[src/design/tes_pkg.sv]
// ----------------------------------------------------------------------------
// tes_pkg
// Types and constants shared by the element scanner modules.
// ----------------------------------------------------------------------------
package tes_pkg;

  localparam int FILTER_SLOTS_DEF   = 4;
  localparam int MIN_ELEM_BYTES_DEF = 2;
  localparam int TYPE_REGS          = 4;
  localparam int QUEUE_DEPTH        = 4;  // power of two
  localparam int QUEUE_PTR_W        = $clog2(QUEUE_DEPTH);
  localparam int QUEUE_CNT_W        = $clog2(QUEUE_DEPTH + 1);

  localparam logic [2:0] NO_MATCH   = 3'd4;

  typedef enum logic [2:0] {
    CFG_FILTER_COUNT = 3'd0,
    CFG_FILTER_A     = 3'd1,
    CFG_FILTER_B     = 3'd2,
    CFG_FILTER_C     = 3'd3,
    CFG_FILTER_D     = 3'd4
  } cfg_reg_e;

  typedef enum logic [1:0] {
    PH_STOPPED = 2'd0,
    PH_TYPE    = 2'd1,
    PH_LENGTH  = 2'd2,
    PH_DATA    = 2'd3
  } scan_phase_e;

  typedef enum logic {
    KIND_ELEMENT = 1'b0,
    KIND_END     = 1'b1
  } result_kind_e;

  typedef struct packed {
    logic [7:0] body_byte;
    logic       first_byte;
    logic [7:0] body_length;
  } in_item_t;

  typedef struct packed {
    logic       result_kind;
    logic [7:0] element_offset;
    logic [6:0] first_type_char;
    logic [7:0] type_byte_count;
    logic [7:0] data_byte_count;
    logic [2:0] match_slot;
    logic [3:0] match_mask;
    logic       last_of_run;
  } out_item_t;

  typedef struct packed {
    logic [2:0]                filter_count;
    logic [TYPE_REGS-1:0][6:0] filter_type;
  } filter_cfg_t;

  // Results produced by one accepted item, r0 first
  typedef struct packed {
    logic [1:0] count;
    out_item_t  r0;
    out_item_t  r1;
  } scan_res_t;

endpackage

[src/design/tes_cfg_regs.sv]
// ----------------------------------------------------------------------------
// tes_cfg_regs
// Filter configuration registers, written through the config channel.
// ----------------------------------------------------------------------------
module tes_cfg_regs
  import tes_pkg::*;
(
  input  logic        clk_i,
  input  logic        rst_ni,
  input  logic        cfg_valid_i,
  output logic        cfg_ready_o,
  input  logic [2:0]  cfg_index_i,
  input  logic [7:0]  cfg_data_i,
  output filter_cfg_t filter_cfg_o
);

  filter_cfg_t cfg_q, cfg_d;

  assign cfg_ready_o = 1'b1;

  always_comb begin
    cfg_d = cfg_q;
    if (cfg_valid_i) begin
      unique case (cfg_index_i)
        CFG_FILTER_COUNT: cfg_d.filter_count   = cfg_data_i[2:0];
        CFG_FILTER_A:     cfg_d.filter_type[0] = cfg_data_i[6:0];
        CFG_FILTER_B:     cfg_d.filter_type[1] = cfg_data_i[6:0];
        CFG_FILTER_C:     cfg_d.filter_type[2] = cfg_data_i[6:0];
        CFG_FILTER_D:     cfg_d.filter_type[3] = cfg_data_i[6:0];
        default:          cfg_d = cfg_q;  // unmapped index
      endcase
    end
  end

  always_ff @(posedge clk_i or negedge rst_ni) begin
    if (!rst_ni) begin
      cfg_q <= '0;
    end else begin
      cfg_q <= cfg_d;
    end
  end

  assign filter_cfg_o = cfg_q;

endmodule

[src/design/tes_scan_ctrl.sv]
// ----------------------------------------------------------------------------
// tes_scan_ctrl
// Element walker: tracks the header/data phase of each element and forms
// element and end records from the accepted body bytes.
// ----------------------------------------------------------------------------
module tes_scan_ctrl
  import tes_pkg::*;
#(
  parameter int FILTER_SLOTS   = FILTER_SLOTS_DEF,
  parameter int MIN_ELEM_BYTES = MIN_ELEM_BYTES_DEF
) (
  input  logic        clk_i,
  input  logic        rst_ni,
  input  logic        accept_i,
  input  in_item_t    item_i,
  input  filter_cfg_t filter_cfg_i,
  output scan_res_t   res_o
);

  localparam int         SlotLimit = (FILTER_SLOTS < TYPE_REGS) ? FILTER_SLOTS : TYPE_REGS;
  localparam logic [7:0] MinElem   = 8'(MIN_ELEM_BYTES);

  scan_phase_e phase_q, phase_d;
  logic [7:0]  pos_q, pos_d;
  logic [7:0]  total_q, total_d;
  logic [7:0]  tcnt_q, tcnt_d;
  logic [6:0]  fc_q, fc_d;
  logic [7:0]  start_q, start_d;
  logic [7:0]  dleft_q, dleft_d;
  logic [3:0]  mask_q, mask_d;

  logic [2:0]  slot;
  out_item_t   elem_rec, end_rec;
  logic        elem_v, end_v;

  // lowest enabled slot whose type equals the held first character
  always_comb begin
    slot = NO_MATCH;
    for (int i = SlotLimit - 1; i >= 0; i--) begin
      if ((3'(i) < filter_cfg_i.filter_count) && (filter_cfg_i.filter_type[i] == fc_q)) begin
        slot = 3'(i);
      end
    end
  end

  always_comb begin
    logic [8:0]  rem;
    scan_phase_e ph;
    phase_d = phase_q;
    pos_d   = pos_q;
    total_d = total_q;
    tcnt_d  = tcnt_q;
    fc_d    = fc_q;
    start_d = start_q;
    dleft_d = dleft_q;
    mask_d  = mask_q;
    elem_v  = 1'b0;
    end_v   = 1'b0;
    rem     = '0;
    ph      = PH_STOPPED;

    if (accept_i) begin
      ph = phase_q;
      if (item_i.first_byte) begin
        total_d = item_i.body_length;
        pos_d   = '0;
        mask_d  = '0;
        if (item_i.body_length < MinElem) begin
          end_v   = 1'b1;
          phase_d = PH_STOPPED;
          ph      = PH_STOPPED;
        end else begin
          phase_d = PH_TYPE;
          ph      = PH_TYPE;
          start_d = '0;
          tcnt_d  = '0;
        end
      end

      unique case (ph)
        PH_TYPE: begin
          if (tcnt_d == 8'd0) fc_d = item_i.body_byte[6:0];
          if (tcnt_d != 8'hFF) tcnt_d = tcnt_d + 8'd1;
          if (!item_i.body_byte[7]) phase_d = PH_LENGTH;
          pos_d = pos_d + 8'd1;
          if (pos_d >= total_d) begin
            end_v   = 1'b1;
            phase_d = PH_STOPPED;
          end
        end
        PH_LENGTH, PH_DATA: begin
          if (ph == PH_LENGTH) begin
            dleft_d = item_i.body_byte;
            elem_v  = 1'b1;
            if (slot != NO_MATCH) mask_d = mask_d | (4'b0001 << slot[1:0]);
            phase_d = PH_DATA;
          end else begin
            dleft_d = dleft_q - 8'd1;
          end
          pos_d = pos_d + 8'd1;
          rem   = {1'b0, total_d} - {1'b0, pos_d};
          if (dleft_d == 8'd0) begin
            // element consumed: end if too few bytes remain for another
            if (!rem[8] && (rem[7:0] < MinElem)) begin
              end_v   = 1'b1;
              phase_d = PH_STOPPED;
            end else begin
              phase_d = PH_TYPE;
              start_d = pos_d;
              tcnt_d  = '0;
            end
          end else if (pos_d >= total_d) begin
            end_v   = 1'b1;
            phase_d = PH_STOPPED;
          end
        end
        default: ;  // stopped: byte ignored
      endcase
    end
  end

  always_comb begin
    elem_rec                 = '0;
    elem_rec.result_kind     = KIND_ELEMENT;
    elem_rec.element_offset  = start_q;
    elem_rec.first_type_char = fc_q;
    elem_rec.type_byte_count = tcnt_q;
    elem_rec.data_byte_count = item_i.body_byte;
    elem_rec.match_slot      = slot;
    elem_rec.last_of_run     = !end_v;

    end_rec             = '0;
    end_rec.result_kind = KIND_END;
    end_rec.match_mask  = mask_d;
    end_rec.last_of_run = 1'b1;

    res_o.count = {1'b0, elem_v} + {1'b0, end_v};
    res_o.r0    = elem_v ? elem_rec : end_rec;
    res_o.r1    = end_rec;
  end

  always_ff @(posedge clk_i or negedge rst_ni) begin
    if (!rst_ni) begin
      phase_q <= PH_STOPPED;
      pos_q   <= '0;
      total_q <= '0;
      tcnt_q  <= '0;
      fc_q    <= '0;
      start_q <= '0;
      dleft_q <= '0;
      mask_q  <= '0;
    end else begin
      phase_q <= phase_d;
      pos_q   <= pos_d;
      total_q <= total_d;
      tcnt_q  <= tcnt_d;
      fc_q    <= fc_d;
      start_q <= start_d;
      dleft_q <= dleft_d;
      mask_q  <= mask_d;
    end
  end

endmodule

[src/design/tes_result_queue.sv]
// ----------------------------------------------------------------------------
// tes_result_queue
// Small result queue: takes up to two records a cycle, hands out one while out_stall_i is low.
// ----------------------------------------------------------------------------
module tes_result_queue
  import tes_pkg::*;
(
  input  logic      clk_i,
  input  logic      rst_ni,
  input  scan_res_t res_i,
  output logic      full_o,
  output logic      out_valid_o,
  input  logic      out_stall_i,
  output out_item_t out_item_o
);

  out_item_t                mem_q [QUEUE_DEPTH];
  logic [QUEUE_PTR_W-1:0]   wr_ptr_q, rd_ptr_q;
  logic [QUEUE_CNT_W-1:0]   cnt_q;
  logic                     pop;

  assign out_valid_o = (cnt_q != '0);
  assign out_item_o  = mem_q[rd_ptr_q];
  assign pop         = out_valid_o && !out_stall_i;
  // room for two records must be there before an item is taken
  assign full_o      = (cnt_q > QUEUE_CNT_W'(QUEUE_DEPTH - 2));

  always_ff @(posedge clk_i) begin
    if (res_i.count != 2'd0) mem_q[wr_ptr_q] <= res_i.r0;
    if (res_i.count == 2'd2) mem_q[wr_ptr_q + QUEUE_PTR_W'(1)] <= res_i.r1;
  end

  always_ff @(posedge clk_i or negedge rst_ni) begin
    if (!rst_ni) begin
      wr_ptr_q <= '0;
      rd_ptr_q <= '0;
      cnt_q    <= '0;
    end else begin
      wr_ptr_q <= wr_ptr_q + QUEUE_PTR_W'(res_i.count);
      if (pop) rd_ptr_q <= rd_ptr_q + QUEUE_PTR_W'(1);
      cnt_q <= cnt_q + QUEUE_CNT_W'(res_i.count) - QUEUE_CNT_W'(pop);
    end
  end

endmodule

[src/design/tlv_element_scanner_core.sv]
// ----------------------------------------------------------------------------
// tlv_element_scanner_core
// Type-length-value element scanner with four type filters.
// ----------------------------------------------------------------------------
// Records of a taken item are formed combinationally and registered in the result queue.
// Throughput: one body byte per cycle while in_stall_o is low; a length byte that
//   also ends the scan yields two records, both written at once into a 4-entry queue.
// Reset: asynchronous, clears scan state, filter registers and the queue.
module tlv_element_scanner_core
  import tes_pkg::*;
#(
  parameter int FILTER_SLOTS   = FILTER_SLOTS_DEF,
  parameter int MIN_ELEM_BYTES = MIN_ELEM_BYTES_DEF
) (
  input  logic       clk_i,
  input  logic       rst_ni,
  input  logic       in_valid_i,
  output logic       in_stall_o,
  input  in_item_t   in_item_i,
  output logic       out_valid_o,
  input  logic       out_stall_i,
  output out_item_t  out_item_o,
  input  logic       cfg_valid_i,
  output logic       cfg_ready_o,
  input  logic [2:0] cfg_index_i,
  input  logic [7:0] cfg_data_i
);

  filter_cfg_t filter_cfg;
  scan_res_t   scan_res;
  logic        accept;

  assign accept = in_valid_i && !in_stall_o;

  tes_cfg_regs u_cfg_regs (
    .clk_i        (clk_i),
    .rst_ni       (rst_ni),
    .cfg_valid_i  (cfg_valid_i),
    .cfg_ready_o  (cfg_ready_o),
    .cfg_index_i  (cfg_index_i),
    .cfg_data_i   (cfg_data_i),
    .filter_cfg_o (filter_cfg)
  );

  tes_scan_ctrl #(
    .FILTER_SLOTS   (FILTER_SLOTS),
    .MIN_ELEM_BYTES (MIN_ELEM_BYTES)
  ) u_scan_ctrl (
    .clk_i        (clk_i),
    .rst_ni       (rst_ni),
    .accept_i     (accept),
    .item_i       (in_item_i),
    .filter_cfg_i (filter_cfg),
    .res_o        (scan_res)
  );

  tes_result_queue u_result_queue (
    .clk_i       (clk_i),
    .rst_ni      (rst_ni),
    .res_i       (scan_res),
    .full_o      (in_stall_o),
    .out_valid_o (out_valid_o),
    .out_stall_i (out_stall_i),
    .out_item_o  (out_item_o)
  );

endmodule
[config.mk]
export PLATFORM = sky130hd
export DESIGN_NAME = tlv_element_scanner_core
export DESIGN_NICKNAME = d
export VERILOG_FILES = /design/src/design/tes_pkg.sv /design/src/design/tes_cfg_regs.sv /design/src/design/tes_scan_ctrl.sv /design/src/design/tes_result_queue.sv /design/src/design/tlv_element_scanner_core.sv
export SDC_FILE = /design/constraint.sdc
export NUM_CORES = 1
export LEC_CHECK = 0
export BUFFER_PORTS_ARGS = -buffer_cell sky130_fd_sc_hd__buf_4
export CAP_MARGIN = 20
export CELL_PAD_IN_SITES_DETAIL_PLACEMENT = 1
export CELL_PAD_IN_SITES_GLOBAL_PLACEMENT = 1
export CORE_MARGIN = 8
export CORE_UTILIZATION = 38
export DETAILED_ROUTE_END_ITERATION = 10
export PLACE_DENSITY = 0.73
export SLEW_MARGIN = 30
export SYNTH_ARGS = -nofsm -noshare
export SYNTH_HDL_FRONTEND = slang
export SYNTH_HIERARCHICAL = 1
export SYNTH_SLANG_ARGS = --single-unit
[constraint.sdc]
create_clock -name clk_i -period 12.41 [get_ports clk_i]
set_input_delay 0.6205 -clock clk_i [delete_from_list [all_inputs] [get_ports clk_i]]
set_output_delay 0.6205 -clock clk_i [all_outputs]
set_load 0.05 [all_outputs]
==> reports/qor.txt, run 1 <==
Status - completed
Fin. max-slew vios - 0
Gate Count Post-Synth - 1053
R2r setup slk - 6.59 ns
Crit Path Class - reg -> reg
Crit start category - register
Vias - 8566
Synth top area share - 33.5%
Final hold violation count - 0
Area occupied by multi-input gates - 0.00666 mm^2
Crit-path max FO - 41
Final instance area - 0.0161 mm^2
Hold_buf cts - 1
Reg clk slew, reported paths - 0.06 ns
WL final - 34.8 mm
Prevailing post-synth register cell - edfxtp_1
Setup crit end - u_result_queue/mem_q[0][13]
Yosys warns - 6
Synth Area per Inst - 13.6 um^2
Reg area - 0.00708 mm^2
Slew HR - 40.1%
Post_cts resized - 0
Root buffer cell - clkbuf_16
Via density - 5.23
Placed Instances - 1586
Data arrival, critical path - 5.99 ns
Top cells by area, synth - edfxtp_1 34%, dfrtp_1 16%, mux2_4 8.3%, mux2_2 8.1%, mux4_2 6.3%
Die Ht - 210 um
Max Cap Viol - 0
Total track usage - 15.6%
Layout cell share with drive strength beyond 1 - 34.5%
DR pass1 iterations - 4
Hold_ws - 0.335 ns
DIE WIDTH - 210 um
Post-synth ARST share - 36.3%
DP Area - 0.0152 mm^2
CP endpoint kind - register
RSZ-0062 raised after global routing - no
Netlist Area Pre-Place - 0.0143 mm^2
Port bufs - 73
Final Net Count - 1153
Final Cycle Share - 46.9%
Grt ovf - 0
Pleak - 6.37 nW
CTS tree - built
Commonest non-fill, non-tap cells in the layout - 160 x edfxtp_1, 103 x mux2_2, 89 x dfrtp_1, 88 x buf_4, 79 x mux2_4
CTS buffer count - 27
Synth-to-Final Area Change - 12.2%
Number of synthesized flops with an enable pin - 160
Postcts setup bufs - 0
Initial Util - 38.3%
Tmin final - 5.82 ns
CTS sink count - 251
Routability Congestion - 0.770
Actual slew at the worst max-slew pin - 0.899 ns
Flops & latches, synth - 251
End of the worst register-to-register path - u_result_queue/mem_q[0][13]
IO Pins - 76
Total negative setup slack - 0 ns
Reg2Reg Depth - 19
Detailed Place HPWL - 23.0 mm
Wire length per cell - 21.2 um
H-tree level count - 1
CP startpoint - u_scan_ctrl/pos_q[0]
Synth area leader - edfxtp_1
# rows - 71
FF-to-FF Start - u_scan_ctrl/pos_q[0]
Most common cell after layout, fill and taps aside - edfxtp_1
Largest net degree at the start of global routing - 64
First-pass GRT wire length - 55.1 mm
Clock Latency Late Sink - 0.53 ns
# diodes - 0
Setup-failing EPs final - 0
Worst min-delay path class - in -> reg
Fillers - 3854
PwrDens - 207 mW/mm^2
DRT iter0 DRCs - 397
Final Util - 43.0%
Max IR drop VDD - 92.6 uV
Non-Filler Instances - 1637
Max Root-Sink Buffers - 3
Peak Freq - 172 MHz
CP Data Required Time - 12.58 ns
Distinct cells, synth - 84
Initial antenna violation count - 3
# DRC - 0
Die area - 0.0442 mm^2
Vias in the first global route - 9480
Routed Antenna Nets - 0
Setup Skew - 0.0200 ns
Sequential fraction of the synthesis area - 49.4%
Core Box Area - 0.0374 mm^2
==> state kept, by name (all words and copies together), names as in the netlist <==
name                     flops
u_scan_ctrl/mask_q           4
u_result_queue/rd_ptr_q      2
u_scan_ctrl/pos_q            8
u_result_queue/mem_q       160
u_scan_ctrl/phase_q          2
u_scan_ctrl/start_q          8
u_cfg_regs/filter_cfg_o     31
u_scan_ctrl/total_q          8
u_scan_ctrl/dleft_q          8
u_scan_ctrl/tcnt_q           8
u_result_queue/wr_ptr_q      2
u_result_queue/cnt_q         3
u_scan_ctrl/fc_q             7
==> synth_stat cells, types with 16 or more instances <==
library cell / instances
edfxtp_1: 160
mux2_2: 103
dfrtp_1: 91
mux2_4: 79
nand2_1: 55
buf_4: 43
mux4_2: 40
and2_1: 38
nor2_1: 35
xnor2_1: 35
mux2_1: 28
o21ai_0: 26
inv_1: 25
buf_2: 23
clkbuf_1: 21
a21oi_1: 18
mux2i_1: 18
nor3_1: 17
nand3_1: 16
==> worst min-delay path by stage <==
| stage | start | endpoint | depth (start not counted) |
|---|---|---|---|
| 3_3_place_gp | u_scan_ctrl/total_q[7] | u_scan_ctrl/total_q[7] | 1 |
| 2_1_floorplan | rst_ni | u_cfg_regs/filter_cfg_o[0] | 0 |
| 5_1_grt | cfg_data_i[6] | u_cfg_regs/filter_cfg_o[13] | 2 |
| 4_1_cts | in_item_i[9] | u_scan_ctrl/fc_q[0] | 2 |
| 6_report | cfg_data_i[6] | u_cfg_regs/filter_cfg_o[27] | 2 |
| 3_5_place_dp | u_scan_ctrl/total_q[0] | u_scan_ctrl/total_q[0] | 1 |
==> cell type report <==
cell class,count,area share (%)
clock buffers,36,4.48
clock inverters,14,1.16
inverters,25,0.584
multi-input cells,709,41.4
flip-flops and latches,251,44.1
well taps,511,3.98
repair buffers,91,4.31
==> metal layers <==
metal / vias up / part of all wire [%] / global-route usage, %
li1: 3958 / - / -
met1: 4428 / 43 / 19.4
met2: 140 / 51 / 27.8
met3: 36 / 5.0 / 2.76
met4: 4 / 1.8 / 3.86
met5: - / 0.075 / 0
==> per-stage QoR <==
stage | worst slack, ns | power, W
2_1_floorplan | 4.75 | 0.00217
3_3_place_gp | 6.38 | 0.00250
3_5_place_dp | 6.39 | 0.00253
4_1_cts | 6.55 | 0.00337
5_1_grt | 6.22 | 0.00351
6_report | 6.59 | 0.00332
==> report_power, final <==
part | internal, W | switching (W)
Clock | 0.000493 | 0.000330
Sequential | 0.00102 | 0.000151
Combinational | 0.000521 | 0.000807
==> critical path, cell delays in order, from the launching register on <==
cell,delay [ns]
dfrtp_1,0.66
nand2_1,0.16
xor2_1,0.16
nor2_1,0.18
inv_1,0.12
ha_1,0.36
a21oi_1,0.14
o21ai_0,0.15
a22oi_1,0.35
o211ai_2,0.17
mux2i_1,0.17
a211oi_2,0.27
nand3_2,0.23
o21ai_0,0.37
ha_1,0.41
nor2b_2,0.23
nand3_2,0.08
buf_4,0.37
o31ai_4,0.27
buf_4,0.56
==> logic make-up (layout without fill, tap and decap cells) <==
| logic type | count (synthesis) | count (layout) | share of synthesized area [%] |
|---|---|---|---|
| simple gates | 232 | 232 | 9.16 |
| fa+ha+maj | 16 | 16 | 1.49 |
| xor+xnor | 50 | 50 | 3.15 |
| buf+inv | 127 | 166 | 5.24 |
| flops | 251 | 251 | 49.4 |
| other cells | 3 | 37 | 0.0786 |
| mux | 269 | 269 | 26.2 |
| compound gates | 105 | 105 | 5.21 |
Power figures use the tool's default switching activity.
==> inputs of run 2 (changes only) <==
--- a/config.mk
+++ b/config.mk
@@ -5,6 +5,7 @@
 export SDC_FILE = /design/constraint.sdc
 export NUM_CORES = 1
 export LEC_CHECK = 0
+export ABC_AREA = 1
 export BUFFER_PORTS_ARGS = -buffer_cell sky130_fd_sc_hd__buf_4
 export CAP_MARGIN = 20
 export CELL_PAD_IN_SITES_DETAIL_PLACEMENT = 1
@@ -12,7 +13,7 @@
 export CORE_MARGIN = 8
 export CORE_UTILIZATION = 38
 export DETAILED_ROUTE_END_ITERATION = 10
-export PLACE_DENSITY = 0.73
+export PLACE_DENSITY = 0.82
 export SLEW_MARGIN = 30
 export SYNTH_ARGS = -nofsm -noshare
 export SYNTH_HDL_FRONTEND = slang
==> constraint.sdc (replaced) <==
create_clock -name clk_i -period 5.22 [get_ports clk_i]
set_input_delay 0.261 -clock clk_i [delete_from_list [all_inputs] [get_ports clk_i]]
set_output_delay 0.261 -clock clk_i [all_outputs]
set_load 0.05 [all_outputs]
==> run 2 against run 1 <==
Compared with the run above:
- area after synthesis grew 4.6%
- via count up 57%
- sequential power up 130%
- clock power rose by 140%
- routed wire length grew 34%
- flip-flop and latch count stayed put
- total power increased to 2.5 times the previous value
- synthesized cell count is 89% higher
- clock-buffer cell count increased by 1
- die area up 4.2%
- non-clock buffer count grew 20
- critical endpoint is now u_result_queue/mem_q[1][33]
==> reports/qor.txt, run 2 <==
Synth top area share - 32.1% (was 33.5%)
Actual slew at the worst max-slew pin - 0.937 ns (was 0.899 ns)
Crit start category - register (unchanged)
Max Cap Viol - 0 (unchanged)
CP Data Required Time - 5.64 ns (was 12.58 ns)
Compound-cell area share of the yosys netlist - 6.43% (was 5.21%)
Top cells by area, synth - edfxtp_1 32%, nand2_1 19%, dfrtp_1 15%, nand3_1 6.4%, nor2_1 4.6% (was edfxtp_1 34%, dfrtp_1 16%, mux2_4 8.3%, mux2_2 8.1%, mux4_2 6.3%)
Vias - 13500 (was 8566)
Post-synthesis simple-gate area fraction - 34.1% (was 9.16%)
CTS buffer count - 28 (was 27)
Detailed Place HPWL - 31.1 mm (was 23.0 mm)
Distinct cells, synth - 50 (was 84)
Final Power - 0.00833 W (was 0.00332 W)
PwrDens - 493 mW/mm^2 (was 207 mW/mm^2)
CP max stage delay - 0.44 ns (was 0.66 ns)
Vias in the first global route - 14200 (was 9480)
Largest delay share family, worst path - simple AND/OR/NAND/NOR gates (was compound AO/OA/AOI/OAI gates)
Max FFs per register - 160 (unchanged)
Initial antenna violation count - 1 (was 3)
Peak Freq - 211 MHz (was 172 MHz)
Tmin final - 4.73 ns (was 5.82 ns)
Flops & latches, synth - 251 (unchanged)
IO Pins - 76 (unchanged)
Die area - 0.0460 mm^2 (was 0.0442 mm^2)
Slowest cell on the critical path - dfrtp_1 (unchanged)
Xor/xnor share of the synthesized area - 1.11% (was 3.15%)
First-pass GRT wire length - 74.4 mm (was 55.1 mm)
Fin. max-slew vios - 0 (unchanged)
Layout cell share with drive strength beyond 1 - 10.5% (was 34.5%)
WL final - 46.7 mm (was 34.8 mm)
Die Ht - 215 um (was 210 um)
Post-synthesis adder-cell area fraction - 1.35% (was 1.49%)
DR pass1 iterations - 5 (was 4)
Final Cycle Share - 90.6% (was 46.9%)
Prevailing post-synth register cell - edfxtp_1 (unchanged)
Worst min-delay path class - in -> reg (unchanged)
Final worst slack - 0.490 ns (was 6.59 ns)
Grt ovf - 0 (unchanged)
Crit-path max FO - 40 (was 41)
# diodes - 0 (unchanged)
Synth area leader - edfxtp_1 (unchanged)
# DRC - 0 (unchanged)
Via density - 5.24 (was 5.23)
Root buffer cell - clkbuf_16 (unchanged)
Post-synth ARST share - 36.3% (unchanged)
Proportion of synthesized area in mux cells - 0% (was 26.2%)
Max IR drop VDD - 248 uV (was 92.6 uV)
Largest net degree at the start of global routing - 73 (was 64)
CP most frequent cell - nand2_1
Final hold violation count - 0 (unchanged)
Largest family of logic cells by synthesized area - simple AND/OR/NAND/NOR gates (was multiplexers)
DIE WIDTH - 215 um (was 210 um)
Wire length per cell - 18.1 um (was 21.2 um)
Total track usage - 19.7% (was 15.6%)
Clock Latency Late Sink - 0.55 ns (was 0.53 ns)
WP buf/inv - 6 (was 3)
Most frequent cell after synthesis - nand2_1 (was edfxtp_1)
H-tree level count - 1 (unchanged)
Port bufs - 73 (unchanged)
Max Root-Sink Buffers - 3 (unchanged)
Slew HR - 36.9% (was 40.1%)
Setup-failing EPs final - 0 (unchanged)
Gate Count Post-Synth - 1994 (was 1053)
Routability Congestion - 0.888 (was 0.770)
Core Box Area - 0.0387 mm^2 (was 0.0374 mm^2)
Synth top cells by count - 769 x nand2_1, 190 x nand3_1, 182 x nor2_1 (was 160 x edfxtp_1, 103 x mux2_2, 91 x dfrtp_1)
# rows - 72 (was 71)
Setup Skew - 0.0133 ns (was 0.0200 ns)
Netlist Area Pre-Place - 0.0150 mm^2 (was 0.0143 mm^2)
Routed Antenna Nets - 0 (unchanged)
Sequential fraction of the synthesis area - 47.3% (was 49.4%)
Synth Area per Inst - 7.51 um^2 (was 13.6 um^2)
Total negative setup slack - 0 ns (unchanged)
Post-place setup slack - 0.266 ns (was 6.39 ns)
Most common cell after layout, fill and taps aside - nand2_1 (was edfxtp_1)
Status - completed (unchanged)
Crit Path Class - reg -> reg (unchanged)
Number of synthesized flops with an enable pin - 160 (unchanged)
CP endpoint kind - register (unchanged)
Largest reg by FF count - u_result_queue/mem_q (unchanged)
RSZ-0062 raised after global routing - no (unchanged)
Hold_ws - 0.0188 ns (was 0.335 ns)
Initial Util - 38.7% (was 38.3%)
CTS sink count - 251 (unchanged)
Yosys warns - 6 (unchanged)
Pleak - 8.09 nW (was 6.37 nW)
Commonest non-fill, non-tap cells in the layout - 765 x nand2_1, 190 x nand3_1, 180 x nor2_1, 160 x edfxtp_1, 158 x inv_1 (was 160 x edfxtp_1, 103 x mux2_2, 89 x dfrtp_1, 88 x buf_4, 79 x mux2_4)
CTS tree - built (unchanged)
Data arrival, critical path - 5.15 ns (was 5.99 ns)
DRT iter0 DRCs - 659 (was 397)
Synth-to-Final Area Change - 12.7% (was 12.2%)
Final Net Count - 2084 (was 1153)
Reg clk slew, reported paths - 0.06 ns (about the same)
==> run 2: logic make-up after synthesis <==
kind of cell,after synthesis
other cells,3
fa+ha+maj,15
flops,251
compound gates,182
buf+inv,306
simple gates,1218
xor+xnor,19
==> run 2: power breakdown <==
| part | total (W) | internal, W | leakage (nW) | switching, W |
|---|---|---|---|---|
| sequential | 0.00268 | 0.00240 | 2.70 | 0.000279 |
| combinational | 0.00366 | 0.00100 | 4.94 | 0.00265 |
| clock | 0.00199 | 0.00117 | 0.458 | 0.000822 |
==> run 2: worst paths after layout <==
path | from | endpoint | slack [ns] | cells after the start
max | u_scan_ctrl/pos_q[0] | u_result_queue/mem_q[1][33] | 0.49 | 29
min | in_item_i[1] | u_scan_ctrl/total_q[1] | 0.02 | 3
max reg2reg | u_scan_ctrl/pos_q[0] | u_result_queue/mem_q[1][33] | 0.49 | 29
min reg2reg | u_cfg_regs/filter_cfg_o[22] | u_cfg_regs/filter_cfg_o[22] | 0.47 | 2
max in group asynchronous | rst_ni | u_result_queue/rd_ptr_q[0] | 3.80 | 3
min in group asynchronous | rst_ni | u_cfg_regs/filter_cfg_o[22] | 0.20 | 2
==> run 2: through the flow <==
stage               cell area, um^2  util [%]  std cells
finish                        16900      43.6       2575
global route                  16900      43.6       2575
CTS                           16800      43.5       2575
detailed placement            15800      40.8       2515
global placement              15800      40.8       2515
floorplan                     15100         -       2028
==> run 2: cell type report <==
cell class | instances | area (um^2)
tap | 518 | 648
multi-input combinational | 1471 | 6620
clock inverter | 14 | 109
inverter | 173 | 651
sequential | 251 | 7090
fill | 4805 | 21900
clock buffer | 37 | 830
timing repair buffer | 111 | 938
==> run 2: worst register-to-register path, delay by kind of cell, from the launching register on <==
| family | cells | cell delay (ns) |
|---|---|---|
| AO/OA/AOI/OAI | 1 | 0.15 |
| adder cells (fa/ha/maj) | 2 | 0.68 |
| flip-flops | 1 | 0.44 |
| buffers and inverters | 6 | 0.94 |
| AND/OR/NAND/NOR | 20 | 2.40 |
==> run 2: what timing repair did <==
item,in CTS,in global routing
setup endpoints to repair,0,150
hold buffers,9,0
buffers inserted,0,0
hold endpoints to repair,56,0
gates resized for setup,0,8
==> run 2: layer usage <==
| layer | global-route usage [%] | wire length (um) |
|---|---|---|
| met5 | 0 | 11 |
| met4 | 8.80 | 1840 |
| met3 | 2.88 | 2520 |
| met2 | 35.4 | 23400 |
| met1 | 22.9 | 18900 |
==> inputs of run 3 (changes only) <==
--- a/config.mk
+++ b/config.mk
@@ -13,8 +13,8 @@
 export CORE_MARGIN = 8
 export CORE_UTILIZATION = 38
 export DETAILED_ROUTE_END_ITERATION = 10
-export PLACE_DENSITY = 0.82
-export SLEW_MARGIN = 30
+export PLACE_DENSITY_LB_ADDON = 0.1
+export SLEW_MARGIN = 20
 export SYNTH_ARGS = -nofsm -noshare
 export SYNTH_HDL_FRONTEND = slang
 export SYNTH_HIERARCHICAL = 1
==> run 3 against run 2 <==
Compared with the run above:
- die area unchanged
- critical endpoint is now u_result_queue/mem_q[1][36]
- largest power group unchanged
- clock-buffer cell count increased by 3
- sequential power barely moved
- combinational power is 1% lower
- via count decreased by 2.8%
- highest routed layer is now met4
==> reports/qor.txt, run 3 (synthesis results as in run 2) <==
RSZ-0062 raised after global routing - no (unchanged)
Max Root-Sink Buffers - 3 (unchanged)
Die area - 0.0460 mm^2 (unchanged)
First-pass GRT wire length - 75.5 mm (was 74.4 mm)
IO Pins - 76 (unchanged)
Reg clk slew, reported paths - 0.06 ns (about the same)
CTS tree - built (unchanged)
Post_cts resized - 0 (unchanged)
Final Net Count - 2095 (was 2084)
Final Power - 0.00828 W (was 0.00833 W)
Crit-path max FO - 40 (unchanged)
Status - completed (unchanged)
Clock Latency Late Sink - 0.57 ns (was 0.55 ns)
Routed Antenna Nets - 0 (unchanged)
CP endpoint kind - register (unchanged)
CTS buffer count - 30 (was 28)
Peak Freq - 216 MHz (was 211 MHz)
Worst min-delay path class - in -> reg (unchanged)
Final hold violation count - 0 (unchanged)
Setup-failing EPs final - 0 (unchanged)
Fillers - 4790 (was 4805)
Post-place setup slack - 0.372 ns (was 0.266 ns)
Hold_ws - 0.0295 ns (was 0.0188 ns)
Pleak - 8.11 nW (was 8.09 nW)
PwrDens - 491 mW/mm^2 (was 493 mW/mm^2)
Vias - 13100 (was 13500)
Largest reg by FF count - u_result_queue/mem_q (unchanged)
Tmin final - 4.63 ns (was 4.73 ns)
Max IR drop VDD - 275 uV (was 248 uV)
Root buffer cell - clkbuf_16 (unchanged)
Core Box Area - 0.0387 mm^2 (unchanged)
CTS sink count - 251 (unchanged)
Final worst slack - 0.594 ns (was 0.490 ns)
CP max stage delay - 0.56 ns (was 0.44 ns)
Initial antenna violation count - 0 (was 1)
Reg area - 0.00709 mm^2 (unchanged)
Crit Path Class - reg -> reg (unchanged)
Max Cap Viol - 0 (unchanged)
DRT iter0 DRCs - 595 (was 659)
Slew HR - 32.8% (was 36.9%)
Slowest cell on the critical path - buf_4 (was dfrtp_1)
Detailed Place HPWL - 31.5 mm (was 31.1 mm)
Total negative setup slack - 0 ns (unchanged)
Max FFs per register - 160 (unchanged)
Grt ovf - 0 (unchanged)
Actual slew at the worst max-slew pin - 0.999 ns (was 0.937 ns)
# diodes - 0 (unchanged)
Fin. max-slew vios - 0 (unchanged)
Final Cycle Share - 88.6% (was 90.6%)
Vias in the first global route - 13600 (was 14200)
Die Ht - 215 um (unchanged)
Area occupied by multi-input gates - 0.00660 mm^2 (was 0.00662 mm^2)
Wire length per cell - 18.3 um (was 18.1 um)
Commonest non-fill, non-tap cells in the layout - 765 x nand2_1, 190 x nand3_1, 181 x nor2_1, 160 x edfxtp_1, 158 x inv_1 (was 765 x nand2_1, 190 x nand3_1, 180 x nor2_1, 160 x edfxtp_1, 158 x inv_1)
Setup Skew - 0.0251 ns (was 0.0133 ns)
CP Data Required Time - 5.64 ns (about the same)
Data arrival, critical path - 5.04 ns (was 5.15 ns)
Most common cell after layout, fill and taps aside - nand2_1 (unchanged)
Port bufs - 73 (unchanged)
CP most frequent cell - nand2_1 (unchanged)
Largest net degree at the start of global routing - 82 (was 73)
WL final - 47.2 mm (was 46.7 mm)
# rows - 72 (unchanged)
Crit start category - register (unchanged)
Total track usage - 20.3% (was 19.7%)
H-tree level count - 1 (unchanged)
DIE WIDTH - 215 um (unchanged)
# DRC - 0 (unchanged)
DR pass1 iterations - 5 (unchanged)
Layout cell share with drive strength beyond 1 - 10.3% (was 10.5%)
Routability Congestion - 0.843 (was 0.888)
Synth-to-Final Area Change - 12.7% (about the same)
Initial Util - 38.7% (unchanged)
Via density - 5.06 (was 5.24)
[run 3: cell types whose count changed in the layout (fill, tap and decap cells not counted), moves of 2 or more]
| cell | before | now |
|---|---|---|
| buf_4 | 93 | 101 |
| dlygate4sd3_1 | 9 | 16 |
| clkbuf_1 | 4 | 7 |
| clkinv_2 | 5 | 8 |
| buf_12 | 5 | 3 |
| buf_6 | 2 | 0 |
| clkinv_1 | 4 | 6 |
| clkinv_4 | 2 | 0 |
| nor4_1 | 1 | 3 |
| nor4_2 | 2 | 0 |
[run 3: power breakdown]
part           internal (W)  leakage, nW  switching [W]  total [W]
Clock               0.00115        0.454       0.000833    0.00199
Sequential          0.00240         2.70       0.000273    0.00268
Combinational       0.00100         4.96        0.00262    0.00362
[run 3: final cells by class]
| cell class | count | share of cell area (%) |
|---|---|---|
| Clock inverter | 14 | 0.541 |
| Multi-Input combinational cell | 1471 | 39.1 |
| Sequential cell | 251 | 42.0 |
| Tap cell | 518 | 3.84 |
| Timing Repair Buffer | 120 | 5.80 |
| Inverter | 173 | 3.85 |
| Clock buffer | 40 | 4.91 |
[run 3: critical path: cells and delay by family, from the launching register on]
kind | cells | cell delay [ns]
AO/OA/AOI/OAI | 1 | 0.17
adder cells (fa/ha/maj) | 2 | 0.65
buffers and inverters | 6 | 0.97
flip-flops | 1 | 0.44
AND/OR/NAND/NOR | 20 | 2.25
[run 3: worst paths after layout]
check                                       startpoint                           to  slack (ns)  depth (start not counted)
worst max-delay path              u_scan_ctrl/pos_q[0]  u_result_queue/mem_q[1][36]        0.59                         29
worst min-delay path                      in_item_i[9]       u_scan_ctrl/dleft_q[0]        0.03                          3
worst max register to register    u_scan_ctrl/pos_q[0]  u_result_queue/mem_q[1][36]        0.59                         29
worst min register to register  u_scan_ctrl/start_q[2]       u_scan_ctrl/start_q[2]        0.48                          2
max in group asynchronous                       rst_ni   u_result_queue/rd_ptr_q[0]        3.85                          3
min in group asynchronous                       rst_ni       u_scan_ctrl/total_q[5]        0.27                          2
[run 3: per-stage QoR]
stage	std cells	cell area, um^2	util, %
finish	2587	16900	43.6
global route	2587	16900	43.6
CTS	2587	16900	43.6
detailed placement	2517	15800	40.8
global placement	2517	15800	40.8
floorplan	2028	15100	-
[run 3: per-layer routing]
layer	track usage [%]	routed length [um]	up-vias
met1	24.9	20800	6383
met3	2.41	1370	88
li1	-	-	6430
met4	6.40	1560	0
met2	36.5	23500	201
met5	0	0	-
[run 3: what timing repair did]
| item | CTS | global route |
|---|---|---|
| setup buffers | 0 | 0 |
| endpoints found under the hold margin | 80 | 0 |
| hold buffers | 16 | 0 |
